[config.mk]
export PLATFORM = sky130hd
export DESIGN_NAME = pid_accum_stage
export DESIGN_NICKNAME = d
export VERILOG_FILES = /design/src/design/pid_pkg.sv /design/src/design/pid_accum_stage.sv
export SDC_FILE = /design/constraint.sdc
export NUM_CORES = 1
export LEC_CHECK = 0
export ABC_AREA = 0
export BUFFER_PORTS_ARGS = -buffer_cell sky130_fd_sc_hd__buf_2
export CELL_PAD_IN_SITES_DETAIL_PLACEMENT = 1
export CELL_PAD_IN_SITES_GLOBAL_PLACEMENT = 1
export CORE_MARGIN = 2
export CORE_UTILIZATION = 47
export CTS_CLUSTER_SIZE = 30
export DETAILED_ROUTE_END_ITERATION = 16
export PLACE_DENSITY_LB_ADDON = 0.08
export SYNTH_ARGS = -nofsm -noshare
export SYNTH_HDL_FRONTEND = slang
export SYNTH_SLANG_ARGS = --single-unit
[constraint.sdc]
create_clock -name aclk -period 14.4 [get_ports aclk]
set_clock_uncertainty 0.05 [all_clocks]
set_input_delay 2.16 -clock aclk [delete_from_list [all_inputs] [get_ports aclk]]
set_output_delay 2.16 -clock aclk [all_outputs]
set_load 0.05 [all_outputs]
[src/design/pid_pkg.sv]
// Shared types and constants for the PID controller step block
package pid_pkg;

    localparam int DATA_WIDTH_DEF  = 32;
    localparam int FRAC_BITS_DEF   = 16;
    localparam int IN_WIDTH        = 32;
    localparam int OUT_WIDTH       = 32;
    localparam int CFG_INDEX_WIDTH = 3;
    localparam int CFG_DATA_WIDTH  = 32;
    localparam int MAX_INT_WIDTH   = 31;

    typedef enum logic {
        OP_UPDATE = 1'b0,
        OP_RESET  = 1'b1
    } op_t;

    typedef enum logic [CFG_INDEX_WIDTH-1:0] {
        CFG_KP           = 3'd0,
        CFG_KI           = 3'd1,
        CFG_KD           = 3'd2,
        CFG_INT_LIMIT    = 3'd3,
        CFG_USE_D_TERM   = 3'd4,
        CFG_USE_I_TERM   = 3'd5
    } cfg_index_t;

    typedef struct packed {
        logic valid;
        logic reset_op;
        logic d_en;
    } pid_ctl_t;

endpackage

[src/design/pid_accum_stage.sv]
// Result register: clamped integral, saturating sums and the drive value beat
module pid_accum_stage
    import pid_pkg::*;
#(
    parameter int DATA_WIDTH = DATA_WIDTH_DEF
) (
    input  logic                         aclk,
    input  logic                         aresetn,
    input  pid_ctl_t                     in_ctl,
    output logic                         in_ready,
    input  logic signed [DATA_WIDTH-1:0] p_term,
    input  logic signed [DATA_WIDTH-1:0] i_term,
    input  logic signed [DATA_WIDTH-1:0] d_term,
    input  logic [MAX_INT_WIDTH-1:0]     int_limit,
    input  logic                         use_i_term,
    output logic                         m_valid,
    input  logic                         m_ready,
    output logic signed [OUT_WIDTH-1:0]  m_drive_value
);

    localparam int CW = (DATA_WIDTH > OUT_WIDTH ? DATA_WIDTH : OUT_WIDTH) + 2;
    localparam logic signed [CW-1:0] VMAX_X =
        {{(CW-DATA_WIDTH+1){1'b0}}, {(DATA_WIDTH-1){1'b1}}};
    localparam logic signed [CW-1:0] VMIN_X = ~VMAX_X;
    localparam logic signed [CW-1:0] OMAX_X =
        {{(CW-OUT_WIDTH+1){1'b0}}, {(OUT_WIDTH-1){1'b1}}};
    localparam logic signed [CW-1:0] OMIN_X = ~OMAX_X;

    function automatic logic signed [DATA_WIDTH-1:0] sat_w(input logic signed [CW-1:0] x);
        logic signed [DATA_WIDTH-1:0] r;
        if (x > VMAX_X) begin
            r = VMAX_X[DATA_WIDTH-1:0];
        end else if (x < VMIN_X) begin
            r = VMIN_X[DATA_WIDTH-1:0];
        end else begin
            r = x[DATA_WIDTH-1:0];
        end
        return r;
    endfunction

    function automatic logic signed [OUT_WIDTH-1:0] sat_out(input logic signed [CW-1:0] x);
        logic signed [OUT_WIDTH-1:0] r;
        if (x > OMAX_X) begin
            r = OMAX_X[OUT_WIDTH-1:0];
        end else if (x < OMIN_X) begin
            r = OMIN_X[OUT_WIDTH-1:0];
        end else begin
            r = x[OUT_WIDTH-1:0];
        end
        return r;
    endfunction

    logic signed [DATA_WIDTH-1:0] integral_reg;
    logic                         m_valid_reg;
    logic signed [OUT_WIDTH-1:0]  drive_reg;
    logic signed [DATA_WIDTH-1:0] integral_sum;
    logic signed [DATA_WIDTH-1:0] integral_next;
    logic signed [DATA_WIDTH-1:0] pd_sum;
    logic signed [DATA_WIDTH-1:0] drive_sum;
    logic signed [CW-1:0]         limit_x;
    logic signed [OUT_WIDTH-1:0]  drive_next;
    logic                         load;

    assign in_ready = !m_valid_reg || m_ready;
    assign load     = in_ready && in_ctl.valid;
    assign limit_x  = CW'($signed({1'b0, int_limit}));

    always_comb begin
        integral_sum = sat_w(CW'(integral_reg) + CW'(i_term));
        if (CW'(integral_sum) > limit_x) begin
            integral_next = limit_x[DATA_WIDTH-1:0];
        end else if (CW'(integral_sum) < -limit_x) begin
            integral_next = DATA_WIDTH'(-limit_x);
        end else begin
            integral_next = integral_sum;
        end
        pd_sum     = in_ctl.d_en ? sat_w(CW'(p_term) + CW'(d_term)) : p_term;
        drive_sum  = use_i_term ? sat_w(CW'(pd_sum) + CW'(integral_next)) : pd_sum;
        drive_next = sat_out(CW'(drive_sum));
    end

    always_ff @(posedge aclk) begin
        if (!aresetn) begin
            m_valid_reg  <= 1'b0;
            integral_reg <= '0;
        end else begin
            if (in_ready) begin
                m_valid_reg <= in_ctl.valid && !in_ctl.reset_op;
            end
            if (load) begin
                if (in_ctl.reset_op) begin
                    integral_reg <= '0;
                end else if (use_i_term) begin
                    integral_reg <= integral_next;
                end
            end
        end
    end

    always_ff @(posedge aclk) begin
        if (load) begin
            drive_reg <= drive_next;
        end
    end

    assign m_valid       = m_valid_reg;
    assign m_drive_value = drive_reg;

endmodule

==> results of run 1 <==
## routing by layer
metal / wire length (um) / up-vias
met5: 0 / -
met4: 1120 / 0
met2: 19100 / 372
met3: 2240 / 68
met1: 19300 / 5988
li1: - / 6038
## Yosys cell counts (24+ instances only)
cell type | count | area (um2)
o21ai_0 | 128 | 641
a21oi_1 | 197 | 986
dfxtp_1 | 33 | 661
buf_2 | 25 | 125
nand3_1 | 36 | 180
edfxtp_1 | 32 | 961
xor2_1 | 35 | 307
o22ai_1 | 31 | 194
nor2_1 | 93 | 349
nor3_1 | 27 | 135
nand2b_1 | 44 | 275
o21ai_1 | 24 | 120
nand2_1 | 140 | 526
inv_1 | 71 | 267
xnor2_1 | 74 | 648
a21o_1 | 46 | 345
ha_1 | 161 | 2010
clkbuf_1 | 28 | 105
## metrics by stage
stage,std cells,utilization [%],setup WS [ns],hold slack (ns)
3_3_place_gp,1984,52.0,3.38,0.436
5_1_grt,2000,53.4,2.75,0.494
2_1_floorplan,1545,-,5.11,0.403
4_1_cts,2000,53.4,3.20,0.454
6_report,2000,53.4,3.17,0.449
3_5_place_dp,1984,52.0,2.94,0.440
## power by group through the flow
stage | clock [uW] | sequential, uW | combinational (uW)
after global placement | 0 | 301 | 1640
after CTS | 265 | 298 | 1710
final | 265 | 298 | 1740
after detailed placement | 0 | 300 | 1690
after global routing | 273 | 303 | 1900
after floorplan | 0 | 428 | 1150
## final timing paths
check	startpoint	end	slack [ns]	cells past startpoint
worst min-delay path	integral_reg[2]$_SDFFE_PN0P_	integral_reg[2]$_SDFFE_PN0P_	0.45	2
worst min register to register	integral_reg[2]$_SDFFE_PN0P_	integral_reg[2]$_SDFFE_PN0P_	0.45	2
worst max-delay path	i_term[0]	m_drive_value[29]$_SDFFCE_PN1P_	3.17	36
worst max register to register	integral_reg[0]$_SDFFE_PN0P_	m_drive_value[29]$_SDFFCE_PN1P_	4.62	35
## layout make-up
class	count	area (um2)
fill	3182	11300
multi-input combinational	1346	9390
sequential	65	1620
clock inverter	7	119
timing repair buffer	178	918
inverter	71	267
tap	324	405
clock buffer	9	225
## worst min-delay path: stages (launching register included)
cell	delay, ns
dfxtp_1	0.33
a22oi_1	0.08
o21ai_0	0.06
## kinds of logic (layout without fill, tap and decap cells)
group	count (synthesis)	in the layout
muxes	16	16
AOI/OAI and AO/OA	610	610
and+or+nand+nor	447	447
xor gates and xnor gates	109	109
adders and majority gates	164	164
DFF	65	65
buffers and inverters	134	265
==> flow_summary.ini, run 1 <==
[status]
status = complete, no violations

[drt]
ant_nets = 0
routed-via-count = 12500
drt_iter0_markers = 978
wire_per_inst_um = 20.8
first_pass_iters = 5
routed_wl_mm = 41.7
vias_per_cell = 6.23
drcViolationCount = 0

[grt]
antenna_found_initial = 0
grt_use_met1_pct = 43.1
grt_pass1_vias = 12500
grt_pass1_wl_mm = 66.7
grt-ovfl-total = 0
grt.busiest_layer = met2
gr-usage-met2_pct = 52.2
grt_max_degree = 62
track_usage_pct = 31.7
met3_usage_pct = 4.37

[flow_run]
maxCapViolations = 0

[clock_network]
cts-resized-gates = 0
h-tree-depth = 3
cts_root_buffer = clkbuf_16
numCtsBuffers = 9
cts.sinks = 65
hold_buffers = 0
path_clk_slew_ns = 0.07
cts_tree = done
max-clock-path-buffers = 2
post_cts_buffers = 0
insertion_delay_ns = 0.36

[final_layout]
layout_common_cells = a21oi_1 (197), buf_2 (167), ha_1 (161)
drive_gt1_share_pct = 14.9
area_delta_synth_final_pct = 11.7
fin_nets = 1969
antenna_cells = 0
finish.instance_area_mm2 = 0.0129
final_common_cell = a21oi_1

[power]
p_sw_share_pct = 53.9
p_int_uw = 1060
p_comb_share_pct = 75.5
p_per_area_mw_per_mm2 = 178
finalPower_uw = 2300
p_seq_share_pct = 12.9
p_leak_uw = 0.00579
switchingPower_uw = 1240
clockPowerShare_pct = 11.5
peakVddDrop_uv = 66.6

[placed_design]
gp_routability_congestion = 0.920
dpl.hpwl_mm = 33.9
numPortBuffers = 167
place_area_mm2 = 0.0126

[synthesis]
ys_seq_area_share_pct = 14.0
ys_types = 93
synth_compound_area_share_pct = 34.1
synthMuxAreaShare_pct = 1.45
synth_top_family_by_area = compound AO/OA/AOI/OAI gates
synth-simple-area-share_pct = 19.3
ys_ff_latch = 65
syn_area_mm2 = 0.0116
synth_edf_count = 32
yosysWarningCount = 0
synth_xor_area_share_pct = 8.24
synth-adder-area-share_pct = 17.9
avgSynthCellArea_um2 = 7.50
synthArstFlopShare_pct = 0
synth-main-ff-cell = dfxtp_1
syn_inst = 1545
syn_nets = 1843

[worst_setup_path]
slowest_delay_ns = 0.55
crit_path_frequent_cell = a21oi_1
cp_slowest_cell = nand2b_2
worst-path-buf-inv = 5
startpoint_type = primary input
path_class = in -> reg
cp.arrival_ns = 11.39
path_max_fanout = 29
cp.required_ns = 14.56
crit_family = compound AO/OA/AOI/OAI gates
worst_setup_path_end_kind = register

[die]
initial_core_util_pct = 47.8
die_area_mm2 = 0.0259
die_h_um = 161
num_rows = 57
core_mm2 = 0.0242
design.portCount = 168
dieWidth_um = 161

[timing]
rsz0062_at_grt = false
finalHoldViolations = 0
tns_ns = 0
final-setup-viol-count = 0
final_max_slew_viol_count = 0
relSlewSlack_pct = 19.3
tightest_slew_ns = 1.21
fmax_mhz = 89.1
fin_crit_sh_pct = 78.0
min_period_ns = 11.23

[min_path]
min_path_type = reg -> reg
Power figures use the tool's default switching activity.
==> inputs of run 2 (changes only) <==
--- a/config.mk
+++ b/config.mk
@@ -10,7 +10,7 @@
 export CELL_PAD_IN_SITES_DETAIL_PLACEMENT = 1
 export CELL_PAD_IN_SITES_GLOBAL_PLACEMENT = 1
 export CORE_MARGIN = 2
-export CORE_UTILIZATION = 47
+export CORE_UTILIZATION = 44
 export CTS_CLUSTER_SIZE = 30
 export DETAILED_ROUTE_END_ITERATION = 16
 export PLACE_DENSITY_LB_ADDON = 0.08
==> constraint.sdc (replaced) <==
create_clock -name aclk -period 11.65 [get_ports aclk]
set_clock_uncertainty 0.05 [all_clocks]
set_input_delay 1.7475 -clock aclk [delete_from_list [all_inputs] [get_ports aclk]]
set_output_delay 1.7475 -clock aclk [all_outputs]
set_load 0.05 [all_outputs]
==> run 2 against run 1 <==
  * Clock power rose by 25%
  * Count of clock-buffer cells in the layout stayed put
  * Sequential share of layout area fell by 0.092 points
  * Final cell count rose by 1.1%
  * Critical path type unchanged
==> flow_summary.ini, run 2 (same netlist as run 1, synthesis figures left out) <==
[status]
status = complete, no violations

[min_path]
min_path_type = reg -> reg
hold_path_depth = 1

[worst_setup_path]
reg2regPathDepth = 30
worst_setup_path_end_kind = register
path_class = in -> reg
crit_family = compound AO/OA/AOI/OAI gates
worst-path-buf-inv = 4
startpoint_type = primary input
cp_slowest_cell = and2_1
slowest_delay_ns = 0.83
path_max_fanout = 21
cp.required_ns = 11.80
path_depth = 31
cp.arrival_ns = 10.58

[grt]
grt_max_degree = 43
grt-ovfl-total = 0
track_usage_pct = 29.5
grt_pass1_vias = 12500
grt_pass1_wl_mm = 66.5
antenna_found_initial = 0

[timing]
tns_ns = 0
fin_crit_sh_pct = 89.5
final_max_slew_viol_count = 0
relSlewSlack_pct = 39.9
rsz0062_at_grt = false
final-setup-viol-count = 0
fmax_mhz = 95.9
finalHoldViolations = 0
tightest_slew_ns = 0.902
min_period_ns = 10.43

[power]
p_per_area_mw_per_mm2 = 219
p_leak_uw = 0.00584
peakVddDrop_uv = 75.9

[drt]
routed-via-count = 12500
routed_wl_mm = 42.1
wire_per_inst_um = 20.8
drcViolationCount = 0
drt_iter0_markers = 749
first_pass_iters = 5
vias_per_cell = 6.19
ant_nets = 0

[die]
core_mm2 = 0.0260
initial_core_util_pct = 44.6
die_h_um = 166
dieWidth_um = 166
die_area_mm2 = 0.0277
num_rows = 59
design.portCount = 168

[final_layout]
layout_common_cells = a21oi_1 (197), buf_2 (167), ha_1 (161)
antenna_cells = 0
final_util_pct = 50.2
drive_gt1_share_pct = 15.5
area_delta_synth_final_pct = 12.5
final_common_cell = a21oi_1
fin_nets = 1980

[clock_network]
cts_root_buffer = clkbuf_16
post_cts_buffers = 0
cts-resized-gates = 0
max-clock-path-buffers = 2
path_clk_slew_ns = 0.06
h-tree-depth = 3
numCtsBuffers = 9
cts.sinks = 65
insertion_delay_ns = 0.36
hold_buffers = 0
cts_tree = done

[placed_design]
dpl.hpwl_mm = 34.4
numPortBuffers = 167
gp_routability_congestion = 0.978

[flow_run]
maxCapViolations = 0
run 2: power breakdown:
part           internal (uW)  leakage [uW]  switching (uW)  total [uW]
sequential               334      0.000576            35.2         369
clock                    209      0.000162             122         331
combinational            784       0.00510            1370        2150
total                   1330       0.00584            1530        2860
run 2: per-layer routing:
metal	track usage (%)	routed length (um)
met1	40.7	19900
met4	10.5	1280
met3	2.38	1920
met2	48.4	19000
met5	0	0
run 2: cell type report:
cell class	instances	area, um2
sequential	65	1620
fill	3338	12900
inverter	71	267
multi-input combinational	1346	9390
clock buffer	9	225
clock inverter	7	119
timing repair buffer	189	1000
tap	335	419
run 2: worst paths after layout:
kind                                      start                             end  slack, ns
setup / recovery                      i_term[0]  m_drive_value[2]$_SDFFCE_PN1P_       1.22
hold / removal    integral_reg[30]$_SDFFE_PN0P_   integral_reg[30]$_SDFFE_PN0P_       0.45
setup reg to reg   integral_reg[0]$_SDFFE_PN0P_  m_drive_value[2]$_SDFFCE_PN1P_       2.26
hold reg to reg   integral_reg[30]$_SDFFE_PN0P_   integral_reg[30]$_SDFFE_PN0P_       0.45
run 2: through the flow:
step | setup WS [ns] | instances | hold slack [ns] | total power (uW) | cell area [um2]
2_1_floorplan | 2.77 | 1545 | 0.403 | 1950 | 11600
3_3_place_gp | 1.21 | 2006 | 0.427 | 2430 | 12700
3_5_place_dp | 0.920 | 2006 | 0.434 | 2480 | 12700
4_1_cts | 1.23 | 2022 | 0.448 | 2840 | 13000
5_1_grt | 0.613 | 2022 | 0.470 | 3080 | 13000
6_report | 1.22 | 2022 | 0.452 | 2860 | 13000
run 2: worst register-to-register path: cells and delay by family (launching register included):
kind	cells	cell delay (ns)
AO/OA/AOI/OAI	17	4.14
adder cells (fa/ha/maj)	4	1.46
buffers and inverters	3	0.76
flip-flops	1	0.41
multiplexers	1	0.21
AND/OR/NAND/NOR	5	2.24
