==> config.mk <==
export PLATFORM = sky130hd
export DESIGN_NAME = pid_input_stage
export DESIGN_NICKNAME = d
export VERILOG_FILES = /design/src/design/pid_pkg.sv /design/src/design/pid_input_stage.sv
export SDC_FILE = /design/constraint.sdc
export NUM_CORES = 1
export LEC_CHECK = 0
export ABC_AREA = 1
export ABC_CLOCK_PERIOD_IN_PS = 3850
export BUFFER_PORTS_ARGS = -buffer_cell sky130_fd_sc_hd__buf_2
export CAP_MARGIN = 20
export CORE_UTILIZATION = 51
export DETAILED_ROUTE_END_ITERATION = 8
export PLACE_DENSITY = 0.85
export SYNTH_ARGS = -nofsm -noshare
export SYNTH_HDL_FRONTEND = slang
export SYNTH_SLANG_ARGS = --single-unit
==> constraint.sdc <==
create_clock -name aclk -period 3.85 [get_ports aclk]
set_clock_uncertainty 0.15 [all_clocks]
set_input_delay 0.1925 -clock aclk [delete_from_list [all_inputs] [get_ports aclk]]
set_output_delay 0.1925 -clock aclk [all_outputs]
set_load 0.005 [all_outputs]
==> src/design/pid_pkg.sv <==
// Shared types and constants for the PID controller step block
package pid_pkg;

    localparam int DATA_WIDTH_DEF  = 32;
    localparam int FRAC_BITS_DEF   = 16;
    localparam int IN_WIDTH        = 32;
    localparam int OUT_WIDTH       = 32;
    localparam int CFG_INDEX_WIDTH = 3;
    localparam int CFG_DATA_WIDTH  = 32;
    localparam int MAX_INT_WIDTH   = 31;

    typedef enum logic {
        OP_UPDATE = 1'b0,
        OP_RESET  = 1'b1
    } op_t;

    typedef enum logic [CFG_INDEX_WIDTH-1:0] {
        CFG_KP           = 3'd0,
        CFG_KI           = 3'd1,
        CFG_KD           = 3'd2,
        CFG_INT_LIMIT    = 3'd3,
        CFG_USE_D_TERM   = 3'd4,
        CFG_USE_I_TERM   = 3'd5
    } cfg_index_t;

    typedef struct packed {
        logic valid;
        logic reset_op;
        logic d_en;
    } pid_ctl_t;

endpackage

==> src/design/pid_input_stage.sv <==
// Input register: error saturation, error difference and sample history
module pid_input_stage
    import pid_pkg::*;
#(
    parameter int DATA_WIDTH = DATA_WIDTH_DEF
) (
    input  logic                         aclk,
    input  logic                         aresetn,
    input  logic                         s_valid,
    output logic                         s_ready,
    input  logic                         s_operation,
    input  logic signed [IN_WIDTH-1:0]   s_error_sample,
    input  logic                         use_d_term,
    input  logic                         next_ready,
    output pid_ctl_t                     ctl,
    output logic signed [DATA_WIDTH-1:0] error_out,
    output logic signed [DATA_WIDTH-1:0] diff_out
);

    localparam int XW = (DATA_WIDTH > IN_WIDTH ? DATA_WIDTH : IN_WIDTH) + 2;
    localparam logic signed [XW-1:0] VMAX_X =
        {{(XW-DATA_WIDTH+1){1'b0}}, {(DATA_WIDTH-1){1'b1}}};
    localparam logic signed [XW-1:0] VMIN_X = ~VMAX_X;

    function automatic logic signed [DATA_WIDTH-1:0] sat_w(input logic signed [XW-1:0] x);
        logic signed [DATA_WIDTH-1:0] r;
        if (x > VMAX_X) begin
            r = VMAX_X[DATA_WIDTH-1:0];
        end else if (x < VMIN_X) begin
            r = VMIN_X[DATA_WIDTH-1:0];
        end else begin
            r = x[DATA_WIDTH-1:0];
        end
        return r;
    endfunction

    pid_ctl_t                     ctl_reg;
    pid_ctl_t                     ctl_next;
    logic signed [DATA_WIDTH-1:0] error_reg;
    logic signed [DATA_WIDTH-1:0] diff_reg;
    logic signed [DATA_WIDTH-1:0] prev_error_reg;
    logic                         have_prev_reg;
    logic signed [DATA_WIDTH-1:0] error_sat;
    logic signed [DATA_WIDTH-1:0] diff_sat;
    logic                         is_reset;
    logic                         accept;

    assign s_ready   = !ctl_reg.valid || next_ready;
    assign accept    = s_valid && s_ready;
    assign is_reset  = (op_t'(s_operation) == OP_RESET);
    assign error_sat = sat_w(XW'(s_error_sample));
    assign diff_sat  = sat_w(XW'(error_sat) - XW'(prev_error_reg));

    always_comb begin
        ctl_next.valid    = s_valid;
        ctl_next.reset_op = is_reset;
        ctl_next.d_en     = use_d_term && have_prev_reg && !is_reset;
    end

    always_ff @(posedge aclk) begin
        if (!aresetn) begin
            ctl_reg        <= '0;
            have_prev_reg  <= 1'b0;
            prev_error_reg <= '0;
        end else begin
            if (s_ready) begin
                ctl_reg <= ctl_next;
            end
            if (accept) begin
                if (is_reset) begin
                    have_prev_reg <= 1'b0;
                end else if (use_d_term) begin
                    have_prev_reg  <= 1'b1;
                    prev_error_reg <= error_sat;
                end
            end
        end
    end

    always_ff @(posedge aclk) begin
        if (accept) begin
            error_reg <= error_sat;
            diff_reg  <= diff_sat;
        end
    end

    assign ctl       = ctl_reg;
    assign error_out = error_reg;
    assign diff_out  = diff_reg;

endmodule

==> results of run 1 <==
[cells in the mapped netlist, types with 2 or more instances]
cell type / n
nand2_1: 262
inv_1: 126
edfxtp_1: 64
a21oi_1: 61
nor2_1: 50
clkbuf_1: 40
o21ai_0: 37
dfxtp_1: 36
ha_1: 32
nand3_1: 21
xor2_1: 13
o21bai_1: 9
nand2_2: 8
buf_2: 3
buf_6: 3
nor3_1: 3
a21oi_2: 2
nand4_1: 2
xnor2_1: 2
[cell usage in the layout, fill, tap and decap left out, types with 9 or more instances in the layout]
| master | n |
|---|---|
| a21oi_1 | 61 |
| buf_2 | 105 |
| clkbuf_16 | 9 |
| dfxtp_1 | 36 |
| dlygate4sd3_1 | 33 |
| edfxtp_1 | 64 |
| ha_1 | 32 |
| inv_1 | 126 |
| nand2_1 | 261 |
| nand2_2 | 9 |
| nand3_1 | 21 |
| nor2_1 | 49 |
| o21ai_0 | 37 |
| o21bai_1 | 9 |
| xor2_1 | 13 |
[how the worst max path moves through the flow]
stage / slack [ps] / depth (start not counted) / start / endpoint
finish: 740 / 19 / s_error_sample[0] / diff_out[13]
global route: 520 / 19 / s_error_sample[0] / diff_out[12]
CTS: 810 / 19 / s_error_sample[0] / diff_out[11]
detailed placement: 1000 / 18 / s_error_sample[0] / diff_out[23]
global placement: 1130 / 18 / s_error_sample[0] / diff_out[19]
floorplan: 720 / 8 / ctl[2] / prev_error_reg[10]
[routing by layer]
layer / vias to the layer above / track usage [%] / wire, microns
met2: 158 / 42.63 / 6665
met3: 20 / 3.557 / 873
li1: 2642 / - / -
met4: 0 / 7.810 / 234
met5: - / 0 / 0
met1: 2260 / 32.32 / 6208
[critical path, stage by stage]
cell	delay, ps
dlygate4sd3_1	570
buf_2	140
inv_1	40
ha_1	220
fa_1	420
inv_1	70
nand2_1	40
nand2_1	80
nand3_1	80
nand2_2	100
nand2_1	60
nand2_2	90
nand2_2	50
nand2_1	60
nand2_1	90
nand2_2	90
nand2_2	370
nand2_1	200
nand2_1	60
[per-stage QoR]
step / util, % / std cells / power (mW) / instance area, sq um / worst slack (ps)
6_report: 63.61 / 1032 / 2.913 / 7017 / 744.0
5_1_grt: 63.61 / 1032 / 3.066 / 7017 / 515.2
4_1_cts: 63.61 / 1032 / 2.916 / 7017 / 812.5
3_5_place_dp: 57.92 / 983 / 1.996 / 6389 / 999.5
3_3_place_gp: 57.92 / 983 / 1.973 / 6389 / 1127
2_1_floorplan: - / 784 / 1.787 / 5876 / 722.4
[power by group through the flow]
stage	combinational, mW	clock [mW]	sequential [mW]
after floorplan	0.460	0	1.33
after global placement	0.656	0	1.32
after detailed placement	0.679	0	1.32
after CTS	0.708	0.912	1.30
after global routing	0.813	0.949	1.30
final	0.712	0.908	1.29
[cells by family after synthesis]
logic type,synth area share (%)
adder cells (fa/ha/maj),7.158
AO/OA/AOI/OAI,10.20
XOR/XNOR,2.237
AND/OR/NAND/NOR,23.78
buffers and inverters,11.63
flip-flops,44.99
[area by class of cell]
| cell class | count | share of cell area (%) |
|---|---|---|
| Clock buffer | 11 | 3.602 |
| Clock inverter | 5 | 0.6419 |
| Inverter | 126 | 6.740 |
| Multi-Input combinational cell | 510 | 36.45 |
| Sequential cell | 100 | 37.66 |
| Tap cell | 140 | 2.496 |
| Timing Repair Buffer | 140 | 12.41 |
==> out/metrics.cfg, run 1 <==
[synthesis]
synth_edf_count = 64
yosys.area.top_type = edfxtp_1
synth_seq_area_share_pct = 44.99
mappedNetlistNets = 855
synthesis.area_sq_um = 5873
yosys-top-cells-area = edfxtp_1, nand2_1, dfxtp_1
synth_top_area_share_pct = 32.72
synth_warnings = 0
synthCells = 784
syn_area_per_cell_sq_um = 7.491
synthArstFlopShare_pct = 0
ys_ff_latch = 100
synth_flop_cell = edfxtp_1
yosysUniqueCellTypes = 29

[worst_setup_path]
crit_path_start_kind = input port
r2r_start = prev_error_reg[2]
crit_required_ps = 3780
reg2reg_to = diff_out[13]
rrSetupSlack_ps = 1000
crit_fanout = 31
cp.arrival_ps = 3040
reg2regPathDepth = 14
critical_path_class = input port to flip-flop
end_kind = flip-flop

[cts]
cts_hold_buf = 33
numCtsBuffers = 9
cts_tree = done
cts_setup_buffers = 0
post_cts_resized = 0
cts.clk_slew.worst_paths_ps = 70
clock-root-buffer = clkbuf_16
clockBufferDepth = 2
cts_sinks = 100
cts_htree_levels = 3
clock_latency_ps = 350

[layout]
drive_gt1_share_pct = 15.58
multi_input_area_sq_um = 2557
fillers = 980
antenna_cells = 0
areaGrowthSynthToFinish_pct = 19.47
ff_latch_area_sq_um = 2643
final_nets = 958

[power_and_ir_drop]
combPwrFrac_pct = 24.4
clkPwrFrac_pct = 31.2
sequentialPowerShare_pct = 44.4
intPower_mw = 2.017
p_switching_uw = 896.7
p_per_area_nw_per_um2 = 415.2
vdd_drop_max_mv = 0.3255
p_leak_nw = 3.465
switching_share_pct = 30.78

[timing]
timing.final.crit_share_pct = 80.68
drv_slew = 0
timing.max_slew.rel_slack_pct = 31.76
finalCriticalPeriod_ps = 3106
worstMarginPinSlew_ps = 1020
worst_hold_slack_ps = 10.67
rsz0062_at_grt = false
tns_ps = 0
final-setup-viol-count = 0
clock.fmax_mhz = 322.0
hold_viol_final = 0

[route]
drt_iter0_drc = 266
ant_nets = 0
via_per_inst = 4.922
vias = 5080
routed_wl_microns = 13980
wl_per_cell_microns = 13.55
first_pass_iters = 7
drc = 0

[grt]
grt_max_degree = 66
grt_pass1_vias = 4780
gr-usage-all-layers_pct = 24.81
grt-ovfl-total = 0
grt_pass1_wl_microns = 22620
antenna_found_initial = 0

[hold_path]
timing.hold.worst_endpoint = ctl[2]
hold_start = s_valid
hp-class = input port to flip-flop
min_path_cells = 3

[placement]
numPortBuffers = 105
dp_hpwl_microns = 9991
gp_congestion = 0.8924

[die]
die_area_sq_um = 11950
start_util_pct = 53.24
rows = 38
pin_count = 106
die_h_microns = 109.3
die_w_microns = 109.3
core_area_sq_um = 11030

[outcome]
status = finished, final reports clean

[flow_run]
cap_viol_max_count = 0

(Power assumes the default switching activity.)
==> inputs of run 2 (changes only) <==
Settings changed: ABC_CLOCK_PERIOD_IN_PS 3850 to 2700.
Clock period 3.85 ns to 2.7 ns, I/O delays scaled along.
==> run 2 against run 1 <==
Compared with the run above:
- register-to-register slack got worse by 780 ps
- global-route usage decreased by 0.77 points
- count of clock-buffer cells in the layout unchanged
- highest routed layer unchanged
- via count increased by 0.79%
- critical endpoint is now diff_out[23]
- sequential share of layout area decreased by 0.39 points
- final cell count increased by 0.48%
- clock power increased by 38%
==> out/metrics.cfg, run 2 (synthesis gave the netlist of run 1 again) <==
[die]
pin_count = 106  ; unchanged
die_h_microns = 109.3  ; unchanged
die_area_sq_um = 11950  ; unchanged
core_area_sq_um = 11030  ; unchanged
rows = 38  ; unchanged
die_w_microns = 109.3  ; unchanged
start_util_pct = 53.24  ; unchanged

[worst_setup_path]
reg2reg_to = diff_out[23]  ; was diff_out[13]
cp.depth = 16  ; was 19
crit_fanout = 10  ; was 31
cp_cell_sequence = dlygate4sd3_1 -> buf_2 -> ha_1 -> nand2_1 -> inv_1 -> nand2_1 -> nand2_1 -> nand2_1 -> nand2_1 -> a21oi_2 -> nand3_1 -> nand2_1 -> nand2_2 -> buf_4 -> nand2_1 -> nand2_1  ; was dlygate4sd3_1 -> buf_2 -> inv_1 -> ha_1 -> fa_1 -> inv_1 -> nand2_1 -> nand2_1 -> nand3_1 -> nand2_2 -> nand2_1 -> nand2_2 -> nand2_2 -> nand2_1 -> nand2_1 -> nand2_2 -> nand2_2 -> nand2_1 -> nand2_1
r2r_start = prev_error_reg[0]  ; was prev_error_reg[2]
crit_required_ps = 2650  ; was 3780 ps
critical_path_class = input port to flip-flop  ; unchanged
cp.arrival_ps = 2480  ; was 3040 ps
end_kind = flip-flop  ; unchanged
critical-path-top-delay-family = simple AND/OR/NAND/NOR gates  ; unchanged
cp_common_cell = nand2_1  ; unchanged
crit_path_start_kind = input port  ; unchanged
slowest_stage = dlygate4sd3_1  ; unchanged
crit_buf_inv = 4  ; unchanged
reg2regPathDepth = 17  ; was 14
cp_slowest_stage_delay_ps = 530  ; was 570 ps
rrSetupSlack_ps = 220  ; was 1000 ps

[route]
via_per_inst = 4.937  ; was 4.922
wl_per_cell_microns = 13.30  ; was 13.55 microns
vias = 5120  ; was 5080
first_pass_iters = 8  ; was 7
drc = 0  ; unchanged
ant_nets = 0  ; unchanged
routed_wl_microns = 13790  ; was 13980 microns
drt_iter0_drc = 233  ; was 266

[layout]
final_cell_area_sq_um = 7091  ; was 7017 sq um
fin_util_pct = 64.28  ; was 63.61%
drive_gt1_share_pct = 16.61  ; was 15.58%
final_cell_mix = nand2_1, inv_1, buf_2, edfxtp_1, a21oi_1  ; unchanged
final_common_cell = nand2_1  ; unchanged
finalNonFillerCells = 1037  ; was 1032
areaGrowthSynthToFinish_pct = 20.73  ; was 19.47%
antenna_cells = 0  ; unchanged
final_nets = 963  ; was 958

[power_and_ir_drop]
p_leak_nw = 3.488  ; was 3.465 nW
p_per_area_nw_per_um2 = 583.5  ; was 415.2 nW/um^2
vdd_drop_max_mv = 0.3250  ; was 0.3255 mV

[timing]
clock.fmax_mhz = 395.9
tns_ps = 0  ; unchanged
timing.final.crit_share_pct = 93.55
final-setup-viol-count = 0  ; unchanged
hold_viol_final = 0  ; unchanged
finalCriticalPeriod_ps = 2526
timing.max_slew.rel_slack_pct = 45.30  ; was 31.76%
worstMarginPinSlew_ps = 820.6  ; was 1020 ps
rsz0062_at_grt = false  ; unchanged
fin_ws_ps = 174.1  ; was 744.0 ps
drv_slew = 0  ; unchanged

[cts]
cts_htree_levels = 3  ; unchanged
cts_setup_buffers = 0  ; unchanged
clock_latency_ps = 350  ; about the same
clockBufferDepth = 2  ; unchanged
cts_sinks = 100  ; unchanged
cts_tree = done  ; unchanged
clock-root-buffer = clkbuf_16  ; unchanged
numCtsBuffers = 9  ; unchanged
cts.clk_slew.worst_paths_ps = 70  ; about the same

[hold_path]
timing.hold.worst_endpoint = ctl[0]  ; was ctl[2]
hp-class = input port to flip-flop  ; unchanged
hold_start = next_ready  ; was s_valid
min_path_cells = 4  ; was 3

[placement]
pre_cts_ws_ps = 123.8  ; was 999.5 ps
dpl_cell_area_sq_um = 6431  ; was 6389 sq um
gp_congestion = 0.9420  ; was 0.8924
numPortBuffers = 105  ; unchanged
dp_hpwl_microns = 9899  ; was 9991 microns
place_inst = 987  ; was 983

[grt]
grt_max_degree = 66  ; unchanged
grt_pass1_wl_microns = 22020  ; was 22620 microns
grt_pass1_vias = 4788  ; was 4780
grt-ovfl-total = 0  ; unchanged
antenna_found_initial = 0  ; unchanged
gr-usage-all-layers_pct = 24.04  ; was 24.81%

[outcome]
status = finished, final reports clean  ; unchanged

[flow_run]
cap_viol_max_count = 0  ; unchanged

## run 2: what timing repair did
action	in CTS	in global routing
gates resized for setup	0	11
hold endpoints to repair	63	0
hold buffers	34	0
endpoints found under the setup margin	0	31
## run 2: worst register-to-register path: cells and delay by family, from the launching register on
family	cells	cell delay [ps]
simple gates	13	940
buf+inv	2	250
flops	1	320
fa+ha+maj	2	590
## run 2: power breakdown
group	switching (mW)	internal, mW	leakage, nW
Sequential	0.0380	1.81	0.908
Combinational	0.638	0.402	2.44
Clock	0.608	0.644	0.137
Total	1.28	2.85	3.49
## run 2: worst max-delay path by stage
stage,startpoint,to
after floorplan,ctl[2],prev_error_reg[10]
after global placement,s_error_sample[0],diff_out[22]
after detailed placement,s_error_sample[0],diff_out[22]
after CTS,s_error_sample[1],diff_out[22]
after global routing,s_error_sample[17],diff_out[10]
final,s_error_sample[17],diff_out[23]
## run 2: routing by layer
| layer | track usage (%) | share of wire, % | vias up |
|---|---|---|---|
| li1 | - | - | 2658 |
| met5 | 0 | 0 | - |
| met1 | 30.67 | 46 | 2271 |
| met2 | 40.57 | 47 | 162 |
| met3 | 4.209 | 5.0 | 29 |
| met4 | 9.429 | 2.4 | 0 |
## run 2: per-stage QoR
| step | hold WS (ps) | total power [mW] |
|---|---|---|
| 2_1_floorplan | 123.4 | 2.548 |
| 3_3_place_gp | 196.7 | 2.830 |
| 3_5_place_dp | 196.5 | 2.854 |
| 6_report | 26.12 | 4.137 |
| 5_1_grt | 30.61 | 4.350 |
| 4_1_cts | 20.93 | 4.137 |
## run 2: layout make-up
class	count	area [sq um]
Fill cell	931	3940
Tap cell	140	175.2
Clock buffer	11	232.7
Inverter	126	473.0
Multi-Input combinational cell	510	2590
Clock inverter	5	46.29
Timing Repair Buffer	145	930.9
Sequential cell	100	2643
==> inputs of run 3 (changes only) <==
Settings changed: ABC_AREA 1 to 0, SKIP_CTS_REPAIR_TIMING from default to 1.
==> run 3 against run 2 <==
Compared with the run above:
- the flow now finishes with violations (setup timing)
- wire length increased by 8.3%
- via count down 7.4%
- die area is 5.5% lower
- hold slack improved by 110 ps
- largest power group unchanged
==> out/metrics.cfg, run 3 <==
[outcome]
status = finished with violations  ; was finished, final reports clean
violations = setup timing

[worst_setup_path]
crit_buf_inv = 3  ; was 4
reg2reg_to = diff_out[29]  ; was diff_out[23]
critical-path-top-delay-family = compound AO/OA/AOI/OAI gates  ; was simple AND/OR/NAND/NOR gates
crit_path_start_kind = flip-flop  ; was input port
crit_required_ps = 2700  ; was 2650 ps
crit_end = diff_out[29]  ; was diff_out[23]
critical_path_class = flip-flop to flip-flop  ; was input port to flip-flop
reg2regPathDepth = 12  ; was 17
cp_cell_sequence = inv_1 -> ha_4 -> buf_4 -> a21o_1 -> a211oi_2 -> o21ai_0 -> a21oi_1 -> nand3b_1 -> buf_4 -> a31oi_1 -> xor2_1 -> o21ai_2  ; was dlygate4sd3_1 -> buf_2 -> ha_1 -> nand2_1 -> inv_1 -> nand2_1 -> nand2_1 -> nand2_1 -> nand2_1 -> a21oi_2 -> nand3_1 -> nand2_1 -> nand2_2 -> buf_4 -> nand2_1 -> nand2_1
end_kind = flip-flop  ; unchanged
cp.arrival_ps = 2820  ; was 2480 ps
crit_path_start = prev_error_reg[14]  ; was s_error_sample[17]
slowest_stage = dfxtp_2  ; was dlygate4sd3_1
cp_slowest_stage_delay_ps = 330  ; was 530 ps
crit_fanout = 5  ; was 10
cp.depth = 12  ; was 16
rrSetupSlack_ps = -110  ; was 220 ps
cp_common_cell = buf_4  ; was nand2_1
r2r_start = prev_error_reg[14]  ; was prev_error_reg[0]

[power_and_ir_drop]
p_switching_mw = 1.178  ; was 1.284 mW
vdd_drop_max_mv = 0.3185  ; was 0.3250 mV
combPwrFrac_pct = 28.3  ; was 25.1%
p_per_area_nw_per_um2 = 530.7  ; was 583.5 nW/um^2
clkPwrFrac_pct = 26.7  ; was 30.3%
p_leak_nw = 2.923  ; was 3.488 nW
sequentialPowerShare_pct = 45.0  ; was 44.6%
intPower_mw = 2.842  ; was 2.853 mW
switching_share_pct = 29.30  ; was 31.03%

[route]
wl_per_cell_microns = 17.56  ; was 13.30 microns
drt_iter0_drc = 299  ; was 233
via_per_inst = 5.569  ; was 4.937
vias = 4739  ; was 5120
drc = 0  ; unchanged
first_pass_iters = 7  ; was 8
routed_wl_microns = 14940  ; was 13790 microns
ant_nets = 0  ; unchanged

[layout]
final_cell_mix = buf_2, nand2_1, edfxtp_1, buf_4, inv_1  ; was nand2_1, inv_1, buf_2, edfxtp_1, a21oi_1
final_common_cell = buf_2  ; was nand2_1
antenna_cells = 0  ; unchanged
drive_gt1_share_pct = 39.44  ; was 16.61%
areaGrowthSynthToFinish_pct = 36.57  ; was 20.73%
final_nets = 781  ; was 963

[synthesis]
synth_warnings = 0  ; unchanged
synthCells = 559  ; was 784
mappedNetlistNets = 630  ; was 855
synth.most_common_cell = nand2_1  ; unchanged
synthArstFlopShare_pct = 0  ; unchanged
synth_top_area_share_pct = 34.65  ; was 32.72%
syn_area_per_cell_sq_um = 9.922  ; was 7.491 sq um
yosys-top-cells-area = edfxtp_1, dfxtp_1, ha_1  ; was edfxtp_1, nand2_1, dfxtp_1
ys_ff_latch = 100  ; unchanged
synth_edf_count = 64  ; unchanged
synthesis.area_sq_um = 5547  ; was 5873 sq um
yosys.area.top_type = edfxtp_1  ; unchanged
synth_flop_cell = edfxtp_1  ; unchanged
synth_seq_area_share_pct = 47.64  ; was 44.99%
yosys-top-cells-count = nand2_1, edfxtp_1, clkbuf_1, inv_1, dfxtp_1  ; was nand2_1, inv_1, edfxtp_1, a21oi_1, nor2_1
yosysUniqueCellTypes = 54  ; was 29

[placement]
numPortBuffers = 105  ; unchanged
pre_cts_ws_ps = -124.5  ; was 123.8 ps
dp_hpwl_microns = 8319  ; was 9899 microns
gp_congestion = 0.8851  ; was 0.9420

[cts]
cts_sinks = 100  ; unchanged
cts_htree_levels = 3  ; unchanged
numCtsBuffers = 9  ; unchanged
clock_latency_ps = 380  ; was 350 ps
cts_tree = done  ; unchanged
clock-root-buffer = clkbuf_8  ; was clkbuf_16
clockBufferDepth = 2  ; unchanged
cts.clk_slew.worst_paths_ps = 100  ; was 70 ps

[timing]
timing.max_slew.rel_slack_pct = 59.35  ; was 45.30%
timing.final.crit_share_pct = 104.2  ; was 93.55%
tns_ps = -1906  ; was 0 ps
clock.fmax_mhz = 355.3  ; was 395.9 MHz
drv_slew = 0  ; unchanged
worst_hold_slack_ps = 139.5  ; was 26.12 ps
finalCriticalPeriod_ps = 2814  ; was 2526 ps
hold_viol_final = 0  ; unchanged
fin_ws_ps = -114.4  ; was 174.1 ps
worstMarginPinSlew_ps = 609.8  ; was 820.6 ps
rsz0062_at_grt = true  ; was false
final-setup-viol-count = 30  ; was 0

[die]
start_util_pct = 53.25  ; was 53.24%
die_w_microns = 106.3  ; was 109.3 microns
die_h_microns = 106.3  ; was 109.3 microns
rows = 37  ; was 38
die_area_sq_um = 11300  ; was 11950 sq um
core_area_sq_um = 10420  ; was 11030 sq um
pin_count = 106  ; unchanged

[hold_path]
hp-class = input port to flip-flop  ; unchanged

[grt]
antenna_found_initial = 0  ; unchanged
grt_pass1_wl_microns = 19010  ; was 22020 microns
grt_max_degree = 67  ; was 66
gr-usage-all-layers_pct = 21.48  ; was 24.04%
grt_pass1_vias = 4090  ; was 4788
grt-ovfl-total = 0  ; unchanged

[flow_run]
cap_viol_max_count = 0  ; unchanged

[run 3: cell types whose count changed in the layout (fill, tap and decap cells not counted), sizes merged, moves of 5 or more]
cell,change
o21bai,-8
xnor2,+13
a21oi,-17
nand3,-11
a211oi,+5
nand2,-182
nor2,-36
nand2b,+7
buf,+44
a21o,+15
a21boi,+36
o211ai,+7
dlygate4sd3,+5
inv,-87
[run 3: final cells by class]
| class | instances | area (sq um) |
|---|---|---|
| multi-input cells | 361 | 2962 |
| fillers | 686 | 2841 |
| flip-flops and latches | 100 | 2656 |
| repair buffers | 196 | 1411 |
| well taps | 136 | 170.2 |
| inverters | 42 | 157.7 |
| clock buffers | 10 | 127.6 |
| clock inverters | 6 | 90.09 |
[run 3: worst register-to-register path, stage by stage (launching register included)]
cell and delay [ps]:
dfxtp_2 330, inv_1 80, ha_4 210, buf_4 160, a21o_1 160, a211oi_2 200, o21ai_0 130, a21oi_1 180
nand3b_1 230, buf_4 210, a31oi_1 220, xor2_1 240, o21ai_2 70
[run 3: worst min-delay path by stage]
stage,startpoint,cells past startpoint,end
global placement,s_error_sample[25],1,error_out[25]
CTS,s_error_sample[22],1,error_out[22]
detailed placement,s_error_sample[22],1,error_out[22]
global route,s_error_sample[0],4,diff_out[0]
finish,s_error_sample[0],4,diff_out[0]
floorplan,s_valid,1,ctl[2]
[run 3: cells by family after synthesis]
kind of cell    Yosys count  synth area share (%)
xor+xnor                 30                 4.873
buf+inv                  98                 7.466
mux                       1                0.2706
flops                   100                 47.64
fa+ha+maj                34                 7.760
compound gates          158                 20.80
simple gates            138                 11.19
[run 3: metrics by stage]
| step | cells | power [mW] | area (sq um) | util, % |
|---|---|---|---|---|
| 2_1_floorplan | 559 | 2.394 | 5548 | - |
| 3_3_place_gp | 788 | 2.687 | 6380 | 61.25 |
| 3_5_place_dp | 788 | 2.712 | 6380 | 61.25 |
| 4_1_cts | 804 | 3.746 | 6598 | 63.34 |
| 5_1_grt | 851 | 4.148 | 7575 | 72.72 |
| 6_report | 851 | 4.020 | 7575 | 72.72 |
[run 3: per-layer routing]
layer	up-vias	track usage, %	wire, microns
li1	2209	-	-
met1	2270	26.31	5976
met2	205	37.94	7630
met3	55	3.863	774
met4	0	7.242	558
met5	-	0	0
[run 3: power groups by stage]
stage               registers [mW]  logic [mW]  clock network, mW
global route                  1.82        1.21               1.12
detailed placement            1.84       0.870                  0
global placement              1.84       0.846                  0
CTS                           1.81       0.877               1.06
floorplan                     1.85       0.541                  0
finish                        1.81        1.14               1.07
